File: src/sv/ial_pkg.sv
// ial_pkg: shared constants, codes and types for the indexed insert/remove list.
// Used by ial_ram, ial_ctrl and indexed_insert_remove_list. No dependencies.
package ial_pkg;

  localparam int DEPTH = 64;
  localparam int AW    = $clog2(DEPTH);
  localparam int CW    = $clog2(DEPTH + 1);
  localparam int DW    = 32;

  localparam logic [CW-1:0] CAP_RESET = CW'(DEPTH);
  localparam logic [CW-1:0] CAP_MAX   = CW'(DEPTH);

  localparam logic [1:0] REG_CAPACITY = 2'd0;

  typedef enum logic [1:0] {
    ACT_INSERT = 2'd0,
    ACT_REMOVE = 2'd1,
    ACT_PEEK   = 2'd2,
    ACT_NOP    = 2'd3
  } act_t;

  typedef enum logic [1:0] {
    ST_DONE  = 2'd0,
    ST_FULL  = 2'd1,
    ST_EMPTY = 2'd2,
    ST_RSVD  = 2'd3
  } status_t;

  typedef enum logic [2:0] {
    S_IDLE,
    S_GOT,
    S_MOVE_RD,
    S_MOVE_WR,
    S_DONE
  } state_t;

  typedef struct packed {
    logic          we;
    logic [AW-1:0] waddr;
    logic [DW-1:0] wdata;
    logic [AW-1:0] raddr;
  } ram_req_t;

endpackage

File: src/sv/ial_ram.sv
// ial_ram: entry store, one write port and one registered read port.
// Depends on ial_pkg for depth and the request struct.
module ial_ram (
  input  logic                        clk,
  input  ial_pkg::ram_req_t           req,
  output logic [ial_pkg::DW-1:0]      rdata
);

  logic [ial_pkg::DW-1:0] mem [ial_pkg::DEPTH];

  always_ff @(posedge clk) begin
    if (req.we) begin
      mem[req.waddr] <= req.wdata;
    end
    rdata <= mem[req.raddr];
  end

endmodule

File: src/sv/ial_ctrl.sv
// ial_ctrl: sequencer that steps one index counter up or down to shift entries.
// Depends on ial_pkg; drives ial_ram through a ram_req_t.
module ial_ctrl (
  input  logic                        clk,
  input  logic                        rst_n,
  input  logic                        start,
  output logic                        busy,
  input  logic [1:0]                  in_action,
  input  logic signed [31:0]          in_value,
  input  logic [6:0]                  in_position,
  input  logic                        in_at_end,
  input  logic [ial_pkg::CW-1:0]      cap_eff,
  output ial_pkg::ram_req_t           ram_req,
  input  logic [ial_pkg::DW-1:0]      ram_rdata,
  output logic                        out_valid,
  output logic [1:0]                  out_status,
  output logic signed [31:0]          out_result_value,
  output logic [5:0]                  out_index_used,
  output logic [6:0]                  out_occupancy
);

  ial_pkg::state_t           st_r, st_nxt;
  ial_pkg::act_t             act_r, act_nxt, act_in;
  ial_pkg::status_t          stat_r, stat_nxt;
  logic [ial_pkg::CW-1:0]    cnt_r, cnt_nxt;
  logic [ial_pkg::CW-1:0]    i_r, i_nxt;
  logic [ial_pkg::CW-1:0]    lim_r, lim_nxt;
  logic [ial_pkg::AW-1:0]    idx_r, idx_nxt;
  logic [ial_pkg::DW-1:0]    res_r, res_nxt;
  logic [ial_pkg::DW-1:0]    val_r, val_nxt;
  logic [ial_pkg::CW-1:0]    step_i;
  logic                      at_lim;
  logic [ial_pkg::CW-1:0]    pos_in;
  logic [ial_pkg::CW-1:0]    pos_rm;
  logic                      accept;

  assign act_in = ial_pkg::act_t'(in_action);
  assign accept = start && (st_r == ial_pkg::S_IDLE);

  // shared step and compare
  assign step_i = (act_r == ial_pkg::ACT_INSERT) ? i_r - 1'b1 : i_r + 1'b1;
  assign at_lim = (i_r == lim_r);

  assign pos_in = (in_at_end || (in_position > cnt_r)) ? cnt_r : in_position;
  assign pos_rm = (in_at_end || (in_position >= cnt_r)) ? cnt_r - 1'b1 : in_position;

  always_comb begin
    st_nxt = st_r;
    case (st_r)
      ial_pkg::S_IDLE: begin
        if (start) begin
          case (act_in)
            ial_pkg::ACT_INSERT: begin
              st_nxt = (cnt_r >= cap_eff) ? ial_pkg::S_DONE : ial_pkg::S_MOVE_RD;
            end
            ial_pkg::ACT_REMOVE, ial_pkg::ACT_PEEK: begin
              st_nxt = (cnt_r == '0) ? ial_pkg::S_DONE : ial_pkg::S_GOT;
            end
            default: st_nxt = ial_pkg::S_DONE;
          endcase
        end
      end
      ial_pkg::S_GOT: begin
        st_nxt = (act_r == ial_pkg::ACT_PEEK) ? ial_pkg::S_DONE : ial_pkg::S_MOVE_RD;
      end
      ial_pkg::S_MOVE_RD: st_nxt = at_lim ? ial_pkg::S_DONE : ial_pkg::S_MOVE_WR;
      ial_pkg::S_MOVE_WR: st_nxt = ial_pkg::S_MOVE_RD;
      ial_pkg::S_DONE:    st_nxt = ial_pkg::S_IDLE;
      default:            st_nxt = ial_pkg::S_IDLE;
    endcase
  end

  always_comb begin
    act_nxt        = act_r;
    stat_nxt       = stat_r;
    cnt_nxt        = cnt_r;
    i_nxt          = i_r;
    lim_nxt        = lim_r;
    idx_nxt        = idx_r;
    res_nxt        = res_r;
    val_nxt        = val_r;
    ram_req.we     = 1'b0;
    ram_req.waddr  = i_r[ial_pkg::AW-1:0];
    ram_req.wdata  = ram_rdata;
    ram_req.raddr  = step_i[ial_pkg::AW-1:0];
    case (st_r)
      ial_pkg::S_IDLE: begin
        if (accept) begin
          act_nxt  = act_in;
          val_nxt  = in_value;
          stat_nxt = ial_pkg::ST_DONE;
          res_nxt  = '0;
          idx_nxt  = '0;
          case (act_in)
            ial_pkg::ACT_INSERT: begin
              res_nxt = in_value;
              if (cnt_r >= cap_eff) begin
                stat_nxt = ial_pkg::ST_FULL;
              end else begin
                i_nxt   = cnt_r;
                lim_nxt = pos_in;
                idx_nxt = pos_in[ial_pkg::AW-1:0];
              end
            end
            ial_pkg::ACT_REMOVE: begin
              if (cnt_r == '0) begin
                stat_nxt = ial_pkg::ST_EMPTY;
              end else begin
                i_nxt         = pos_rm;
                lim_nxt       = cnt_r - 1'b1;
                idx_nxt       = pos_rm[ial_pkg::AW-1:0];
                ram_req.raddr = pos_rm[ial_pkg::AW-1:0];
              end
            end
            ial_pkg::ACT_PEEK: begin
              ram_req.raddr = '0;
              if (cnt_r == '0) begin
                stat_nxt = ial_pkg::ST_EMPTY;
              end
            end
            default: ;
          endcase
        end
      end
      ial_pkg::S_GOT: res_nxt = ram_rdata;
      ial_pkg::S_MOVE_RD: begin
        if (at_lim) begin
          if (act_r == ial_pkg::ACT_INSERT) begin
            ram_req.we    = 1'b1;
            ram_req.wdata = val_r;
            cnt_nxt       = cnt_r + 1'b1;
          end else begin
            cnt_nxt = cnt_r - 1'b1;
          end
        end
      end
      ial_pkg::S_MOVE_WR: begin
        ram_req.we = 1'b1;
        i_nxt      = step_i;
      end
      default: ;
    endcase
  end

  always_ff @(posedge clk) begin
    if (!rst_n) begin
      st_r  <= ial_pkg::S_IDLE;
      cnt_r <= '0;
    end else begin
      st_r  <= st_nxt;
      cnt_r <= cnt_nxt;
    end
  end

  always_ff @(posedge clk) begin
    act_r  <= act_nxt;
    stat_r <= stat_nxt;
    i_r    <= i_nxt;
    lim_r  <= lim_nxt;
    idx_r  <= idx_nxt;
    res_r  <= res_nxt;
    val_r  <= val_nxt;
  end

  assign busy             = (st_r != ial_pkg::S_IDLE);
  assign out_valid        = (st_r == ial_pkg::S_DONE);
  assign out_status       = stat_r;
  assign out_result_value = res_r;
  assign out_index_used   = idx_r;
  assign out_occupancy    = cnt_r;

endmodule

File: src/sv/indexed_insert_remove_list.sv
// Indexed insert/remove list top: APB capacity register, sequencer and entry RAM.
// From accept to out_valid (S_DONE): reject or unused action goes straight to S_DONE;
// peek and remove read their entry in S_GOT; insert and remove then alternate S_MOVE_RD
// and S_MOVE_WR per moved entry via the single RAM port pair; busy drops the cycle after.
// No new item is taken while busy. Results are never stalled by the receiver.
// rst_n (sync, active low) clears the count and sets capacity to 64; entries are not cleared.
module indexed_insert_remove_list (
  input  logic                clk,
  input  logic                rst_n,
  input  logic                start,
  output logic                busy,
  input  logic [1:0]          in_action,
  input  logic signed [31:0]  in_value,
  input  logic [6:0]          in_position,
  input  logic                in_at_end,
  output logic                out_valid,
  output logic [1:0]          out_status,
  output logic signed [31:0]  out_result_value,
  output logic [5:0]          out_index_used,
  output logic [6:0]          out_occupancy,
  input  logic                psel,
  input  logic                penable,
  input  logic                pwrite,
  input  logic [1:0]          paddr,
  input  logic [31:0]         pwdata,
  output logic [31:0]         prdata,
  output logic                pready
);

  logic [ial_pkg::CW-1:0] cfg_capacity_r;
  logic [ial_pkg::CW-1:0] cap_eff;
  logic                   cfg_wr;
  ial_pkg::ram_req_t      ram_req;
  logic [ial_pkg::DW-1:0] ram_rdata;

  assign pready = 1'b1;
  assign cfg_wr = psel && penable && pwrite && (paddr == ial_pkg::REG_CAPACITY);

  always_ff @(posedge clk) begin
    if (!rst_n) begin
      cfg_capacity_r <= ial_pkg::CAP_RESET;
    end else if (cfg_wr) begin
      cfg_capacity_r <= pwdata[ial_pkg::CW-1:0];
    end
  end

  assign prdata  = 32'(cfg_capacity_r);
  assign cap_eff = (cfg_capacity_r > ial_pkg::CAP_MAX) ? ial_pkg::CAP_MAX : cfg_capacity_r;

  ial_ctrl u_ctrl (
    .clk              (clk),
    .rst_n            (rst_n),
    .start            (start),
    .busy             (busy),
    .in_action        (in_action),
    .in_value         (in_value),
    .in_position      (in_position),
    .in_at_end        (in_at_end),
    .cap_eff          (cap_eff),
    .ram_req          (ram_req),
    .ram_rdata        (ram_rdata),
    .out_valid        (out_valid),
    .out_status       (out_status),
    .out_result_value (out_result_value),
    .out_index_used   (out_index_used),
    .out_occupancy    (out_occupancy)
  );

  ial_ram u_ram (
    .clk   (clk),
    .req   (ram_req),
    .rdata (ram_rdata)
  );

endmodule

File: config.mk
export PLATFORM = sky130hd
export DESIGN_NAME = indexed_insert_remove_list
export DESIGN_NICKNAME = d
export VERILOG_FILES = /design/src/sv/ial_pkg.sv /design/src/sv/ial_ram.sv /design/src/sv/ial_ctrl.sv /design/src/sv/indexed_insert_remove_list.sv
export SDC_FILE = /design/constraint.sdc
export NUM_CORES = 2
export LEC_CHECK = 0
export BUFFER_PORTS_ARGS = -buffer_cell sky130_fd_sc_hd__buf_2
export CORE_AREA = 2 2 420 422
export DETAILED_ROUTE_END_ITERATION = 8
export DIE_AREA = 0 0 422 424
export PLACE_DENSITY = 0.75
export SLEW_MARGIN = 20
export SYNTH_ARGS = -nofsm -noshare
export SYNTH_HDL_FRONTEND = slang
export SYNTH_SLANG_ARGS = --single-unit
File: constraint.sdc
create_clock -name clk -period 5.9 [get_ports clk]
set_clock_uncertainty 0.1 [all_clocks]
set_input_delay 0.59 -clock clk [delete_from_list [all_inputs] [get_ports clk]]
set_output_delay 0.59 -clock clk [all_outputs]
set_load 0.01 [all_outputs]
After elaboration in Yosys (flattened, before gate mapping)
Memories as Yosys holds them, arrays and structs flattened. A register that Yosys moved wholly into a read port is not among the register bits.
Cells that the tools add are included.
- register bits: 105
- bits in writable memories: 2048
- input bits: 82
- output and inout bits: 82
- logic and storage cells: 96
- memories: 1
- $add $sub $neg: 4
- $lt $le $gt $ge: 4
- equality and inequality tests: 15
- muxes and demuxes: 41
- reduce and logical (&&, ||, !) cells: 21
- memories (name ; depth ; width ; rd ports ; clocked after Yosys merged registers in ; wr ports ; line ; text):
    u_ram.mem ; 64 ; 32 ; 1 ; 1 ; 1 ; ial_ram.sv:9 ; logic [ial_pkg::DW-1:0] mem [ial_pkg::DEPTH];
- operator list (operator ; count):
    32-bit 2-to-1 mux ; 5
    7-bit 2-to-1 mux ; 10
    32-bit one-hot mux with 2 select lines ; 1
    7-bit one-hot mux with 2 select lines ; 3
    6-bit 2-to-1 mux ; 5
    6-bit one-hot mux with 2 select lines ; 2
    3-bit 2-to-1 mux ; 5
    7-bit by 1-bit adder with 7-bit output (second input constant) ; 2
    7-bit >= comparator ; 2
    7-bit by 1-bit subtractor with 7-bit output (second input constant) ; 2
    3-bit one-hot mux with 4 select lines ; 1
    5-bit AND reduction ; 2
    3-bit != test (second input constant) ; 3
    7-bit == test ; 1
    7-bit greater-than comparator ; 1
    7-bit greater-than comparator (second input constant) ; 1
    7-bit zero test ; 1
    3-bit by 2-bit == test with 1-bit output (second input constant) ; 2
    2-bit zero test ; 3
    2-bit != test (second input constant) ; 3
    3-bit one-hot mux with 2 select lines ; 1
    2-bit AND reduction ; 3
    2-bit nonzero test ; 3
    1-bit 2-to-1 mux ; 5
    13 further kinds ; 18

Depth between registers and ports, before layout
- word-level depth: 7
- mapped depth: 19
- gate-level depth less buffers: 13

Modules after synthesis
Synthesis repeated with hierarchy kept, for this count alone.
- cell total of the unflattened synthesis: 3899
- area total of the unflattened synthesis: 84634.9 µm²
- by module, submodules not included (module ; instances ; cells each ; area each (µm²) ; seq. area each (µm²)):
    ial_ram ; 1 ; 3324 ; 78515.3 ; 62139.6
    ial_ctrl ; 1 ; 509 ; 5576.6 ; 2842.7
    indexed_insert_remove_list ; 1 ; 66 ; 543.0 ; 140.1

Worst setup path after synthesis
OpenSTA, ideal clock, no wires.
- path type: reg-to-reg
- from: register u_ctrl.i_r[0] in the netlist's numbering
- to: memory u_ram.mem[32][0] in the netlist's numbering (enable)
- library setup time: 0.501 ns
- arrival time: 5.214 ns
- data required time: 5.299 ns
- slack: 0.085 ns
- cell stages (with the launch flop): 11
- buffers on the path: 2
- clock period less this slack: 5.815 ns
- cell sequence: edfxtp_1 > clkbuf_1 > xnor2_1 > nand4_1 > nor4_1 > nand4_1 > nand2_1 > and3b_1 > nand2b_1 > clkbuf_1 > nor4_1
- cells in the longest elaborated chain, start to end: 5
- ends and longest elaborated chain (item ; line ; text):
    from (decl) ; ial_ctrl.sv:26 ; logic [ial_pkg::CW-1:0] i_r, i_nxt;
    from (signal assigned) ; ial_ctrl.sv:158 ; i_r <= i_nxt;
    7-bit == test ; ial_ctrl.sv:42 ; assign at_lim = (i_r == lim_r);
    1-bit 2-to-1 mux ; ial_ctrl.sv:127 ; if (at_lim) begin
    1-bit one-hot mux with 2 select lines ; ial_ctrl.sv:86 ; case (st_r)
    1-bit 2-to-1 mux ; ial_ram.sv:12 ; if (req.we) begin
    1-bit 2-to-1 mux (not written as such) ; ial_ram.sv:13 ; mem[req.waddr] <= req.wdata;
    to (decl) ; ial_ram.sv:9 ;
Several ways; a longest one is shown, not always the timed one.

Final worst setup path
- from: register u_ctrl.cnt_r, in the netlist u_ctrl.out_occupancy[0]
- to: register u_ram.rdata[5] in the netlist's numbering, read port of u_ram.mem
- cells in the longest elaborated chain, start to end: 7
- elaborated cells on any way between the ends: 9
- classes of those cells: add/sub (1); order compare (1); mux (5); reduce/logical (2)
- ends and longest elaborated chain (item ; line ; text):
    from (decl) ; ial_ctrl.sv:25 ; logic [ial_pkg::CW-1:0] cnt_r, cnt_nxt;
    from (signal assigned) ; ial_ctrl.sv:151 ; cnt_r <= cnt_nxt;
    7-bit >= comparator ; ial_ctrl.sv:45 ; assign pos_rm = (in_at_end || (in_position >= cnt_r)) ? cnt_r - 1'b1 : in_position;
    1-bit logical OR ; ial_ctrl.sv:45 ;
    7-bit 2-to-1 mux ; ial_ctrl.sv:45 ;
    6-bit 2-to-1 mux (*) ; ial_ctrl.sv:106 ; if (cnt_r == '0) begin
    6-bit one-hot mux with 2 select lines (*) ; ial_ctrl.sv:94 ; case (act_in)
    6-bit 2-to-1 mux (*) ; ial_ctrl.sv:88 ; if (accept) begin
    6-bit 2-to-1 mux (*) ; ial_ctrl.sv:86 ;
    to (decl) ; ial_ram.sv:6 ; output logic [ial_pkg::DW-1:0] rdata
Every way passes the cells marked *; elsewhere a longest branch is shown, timed or not.
A chain may end at the register's enable or synchronous reset.

==> summary.md <==
| Metric | Value |
|---|---|
| Status | completed |
| Drt pass-1 iters | 9 |
| Post-synth EDFFs | 2,136 |
| FP Rows | 154 |
| Pwr Density | 403 mW/mm2 |
| Number of cells after detailed placement | 8,147 |
| Non-filler cells, final | 8,583 |
| Starting Density | 49.6% |
| Total core area | 0.175 mm2 |
| FF+latch count, synth | 2,185 |
| Average size of a mapped cell | 15.1 um2 |
| Setup-failing EPs final | 0 |
| GRT overflow | 0 |
| GR Util All Layers | 28.1% |
| Setup Buffers After CTS | 0 |
| Vias in the first global route | 52,800 |
| TritonCTS clock tree | yes |
| Worst-Skew Late Latency | 860 ps |
| Sw Share | 29.3% |
| Period utilization | 93.4% |
| Wire length per cell after detailed routing | 29.9 um |
| Longest Clk Path Bufs | 3 |
| Fin crit period | 5510 ps |
| Layout cells sized above 1 | 16.2% |
| Die width | 422 um |
| Clk root buf | clkbuf_16 |
| Starting DRT DRC Count | 10,200 |
| H-tree levels | 4 |
| Antenna violations before repair | 26 |
| Post-CTS Resized | 0 |
| Total of max-cap violations | 0 |
| CTS Hold Buffers Added | 44 |
| Leakage Power | 0.0335 uW |
| CTS clk-pin slew, worst paths | 60 ps |
| Dpl hpwl | 154,000 um |
| Internal power | 28,200 uW |
| Post-route ant nets | 0 |
| Largest cells by area after synthesis | edfxtp_1 (74%), nand2_1 (5.4%), mux4_2 (3.3%) |
| Global-route wire length before repair | 365,000 um |
| Die Footprint | 0.179 mm2 |
| Synth-to-Final Area Change | 14.0% |
| Setup TNS | 0 ps |
| Worst rel slew slack | 12.8% |
| Pin count of the biggest net entering global routing | 74 |
| Worst EP required | 6520 ps |
| Final core occ | 56.5% |
| Setup CP Type | register to register |
| Worst-case vdd ir drop | 0.000321 V |
| Dominant register cell in the synthesized netlist | edfxtp_1 |
| HP Class | input pin to register |
| GPL Wtd Cong | 0.919 |
| Multi-input logic area | 0.0202 mm2 |
| Share of the synthesized area in the top cell type | 74.0% |
| Vias | 55,100 |
| CTS Buf Count | 207 |
| Flop pwr share | 49.3% |
| CP endpoint kind | register |
| Clk network pwr share | 32.4% |
| Cell Chain, Critical Path | inv_1, ha_1, nor2b_1, nand3_1, nand3_1, o221ai_4, buf_12, buf_4, mux4_2, a22oi_1, a21oi_1, or3_1 |
| FILL cells | 13,000 |
| Routed WL | 257,000 um |
| Sw power | 11,700 uW |
| Number of remaining DRC errors | 0 |
| Setup slack after layout | 388 ps |
| Tot Pwr | 39,900 uW |
| Boundary Pins | 164 |
| Fmax | 181 MHz |
| CP dominant cell by count | nand3_1 |
| Pre-CTS WS | 426 ps |
| Crit path DAT | 6130 ps |
| Avg Vias per Cell | 6.42 |
| Post-Syn Instances | 5,729 |
| FFs w/ async S/R, synth | 0% |
| Hold Violations, Final | 0 |
| Register area | 0.0651 mm2 |
| Yosys cell types | 91 |
| I/O Buffers | 112 |
| Post-synth top area cell | edfxtp_1 |
| Die height | 424 um |
| Crit-path slowest cell | o221ai_4 |
| Power share of the combinational group | 18.4% |
| Mapped Area | 0.0867 mm2 |
| RSZ-0062 raised after global routing | no |
| Slew Viols, Final | 0 |
| Startpoint types | register |
| Crit-path max cell delay | 1000 ps |
| Largest fanout on the critical path | 73 |
| Tightest Pin Transition | 1300 ps |
| Layout Nets | 6,167 |
| CTS sink cnt | 2,185 |
| Yosys Warn Count | 0 |
| Register area share after synthesis | 75.1% |
==> stage by stage <==
stage | cell area (um2) | hold slack, ps
3_5_place_dp | 91900 | 428
2_1_floorplan | 86800 | 398
5_1_grt | 98900 | 54.3
6_report | 98900 | 60.9
4_1_cts | 98900 | 16.0
3_3_place_gp | 91800 | 413
==> layout make-up <==
class / count / area share, %
repair buffers: 472 / 4.03
clock inverters: 115 / 0.965
multi-input cells: 3169 / 20.4
flip-flops and latches: 2185 / 65.8
inverters: 25 / 0.0949
diodes: 7 / 0.0177
well taps: 2340 / 2.96
clock buffers: 270 / 5.64
==> flip-flops by register name, summed over array words and instances, names as in the netlist <==
register	cells
u_ctrl.out_status	2
u_ctrl.out_result_value	32
u_ctrl.act_r	2
u_ctrl.out_occupancy	7
cfg_capacity_r	7
u_ctrl.out_index_used	6
u_ctrl.val_r	32
u_ctrl.lim_r	7
u_ram.mem	2048
u_ram.rdata	32
u_ctrl.i_r	7
u_ctrl.st_r	3
==> layer usage <==
metal	vias to the layer above	track usage, %	wire length, um
met1	27100	37.2	87700
met4	20	12.5	12900
met2	4605	43.0	115000
li1	22600	-	-
met5	-	0	129
met3	792	8.85	40900
==> critical path: cells and delay by family, from the launching register on <==
kind / cells / cell delay (ps)
compound gates: 3 / 1510
buf+inv: 3 / 1080
simple gates: 4 / 1070
flops: 1 / 660
mux: 1 / 530
fa+ha+maj: 1 / 390
==> logic make-up (layout without fill, tap and decap cells) <==
| kind of cell | Yosys count | in the layout | share of synthesized area (%) |
|---|---|---|---|
| buf+inv | 399 | 882 | 2.47 |
| fa+ha+maj | 25 | 25 | 0.369 |
| simple gates | 1968 | 1968 | 9.85 |
| flops | 2185 | 2185 | 75.1 |
| compound gates | 802 | 802 | 6.33 |
| xor+xnor | 20 | 20 | 0.202 |
| other cells | 2 | 33 | 0.00866 |
| mux | 328 | 328 | 5.68 |
==> synth_stat cells, drive strengths merged (34+ instances only) <==
library cell,instances
dfxtp,49
a21oi,226
a31oi,78
clkbuf,86
nand4,82
a22oi,91
nor3,34
buf,288
edfxtp,2136
nand3,299
mux4,126
mux2i,165
and3,54
nand2,1259
nor2,132
a32oi,133
mux2,37
o21ai,93
==> cells in the final DEF, fill, tap and decap left out, types with 24 or more instances in the layout <==
cell type	Yosys	final
edfxtp_1	2136	2136
nand2_1	1258	1256
nand3_1	298	298
buf_4	64	267
a21oi_1	226	225
clkbuf_16	0	210
mux2i_1	163	163
a32oi_1	133	133
mux4_2	126	126
buf_2	169	112
a22oi_1	90	88
o21ai_0	84	84
nand4_1	82	82
a31oi_1	78	78
nor2_4	0	69
nor2_1	126	60
and3_1	54	54
clkbuf_1	86	50
dfxtp_1	49	49
clkinv_2	0	49
buf_12	1	49
dlygate4sd3_1	0	44
clkinv_1	0	36
nor3_1	32	31
mux2_2	36	30
o211ai_1	29	29
a311oi_1	27	27
conb_1	2	26
ha_1	24	24
==> path summary, 6_finish.rpt <==
check	to	cells after the start	from	slack, ps
hold reg to reg	u_ctrl.out_result_value[20]	2	u_ram.rdata[20]	420
hold / removal	cfg_capacity_r[2]	2	rst_n	60
setup reg to reg	u_ram.rdata[5]	12	u_ctrl.out_occupancy[0]	390
setup / recovery	u_ram.rdata[5]	12	u_ctrl.out_occupancy[0]	390
==> power by group through the flow <==
stage	Combinational, uW	Sequential (uW)	Clock [uW]
4_1_cts	6980	19600	12900
3_3_place_gp	6690	20000	0
6_report	7330	19700	12900
2_1_floorplan	3570	19700	0
3_5_place_dp	6920	20000	0
5_1_grt	7520	19600	13500
Note: power is estimated with default switching activity, not from simulation.
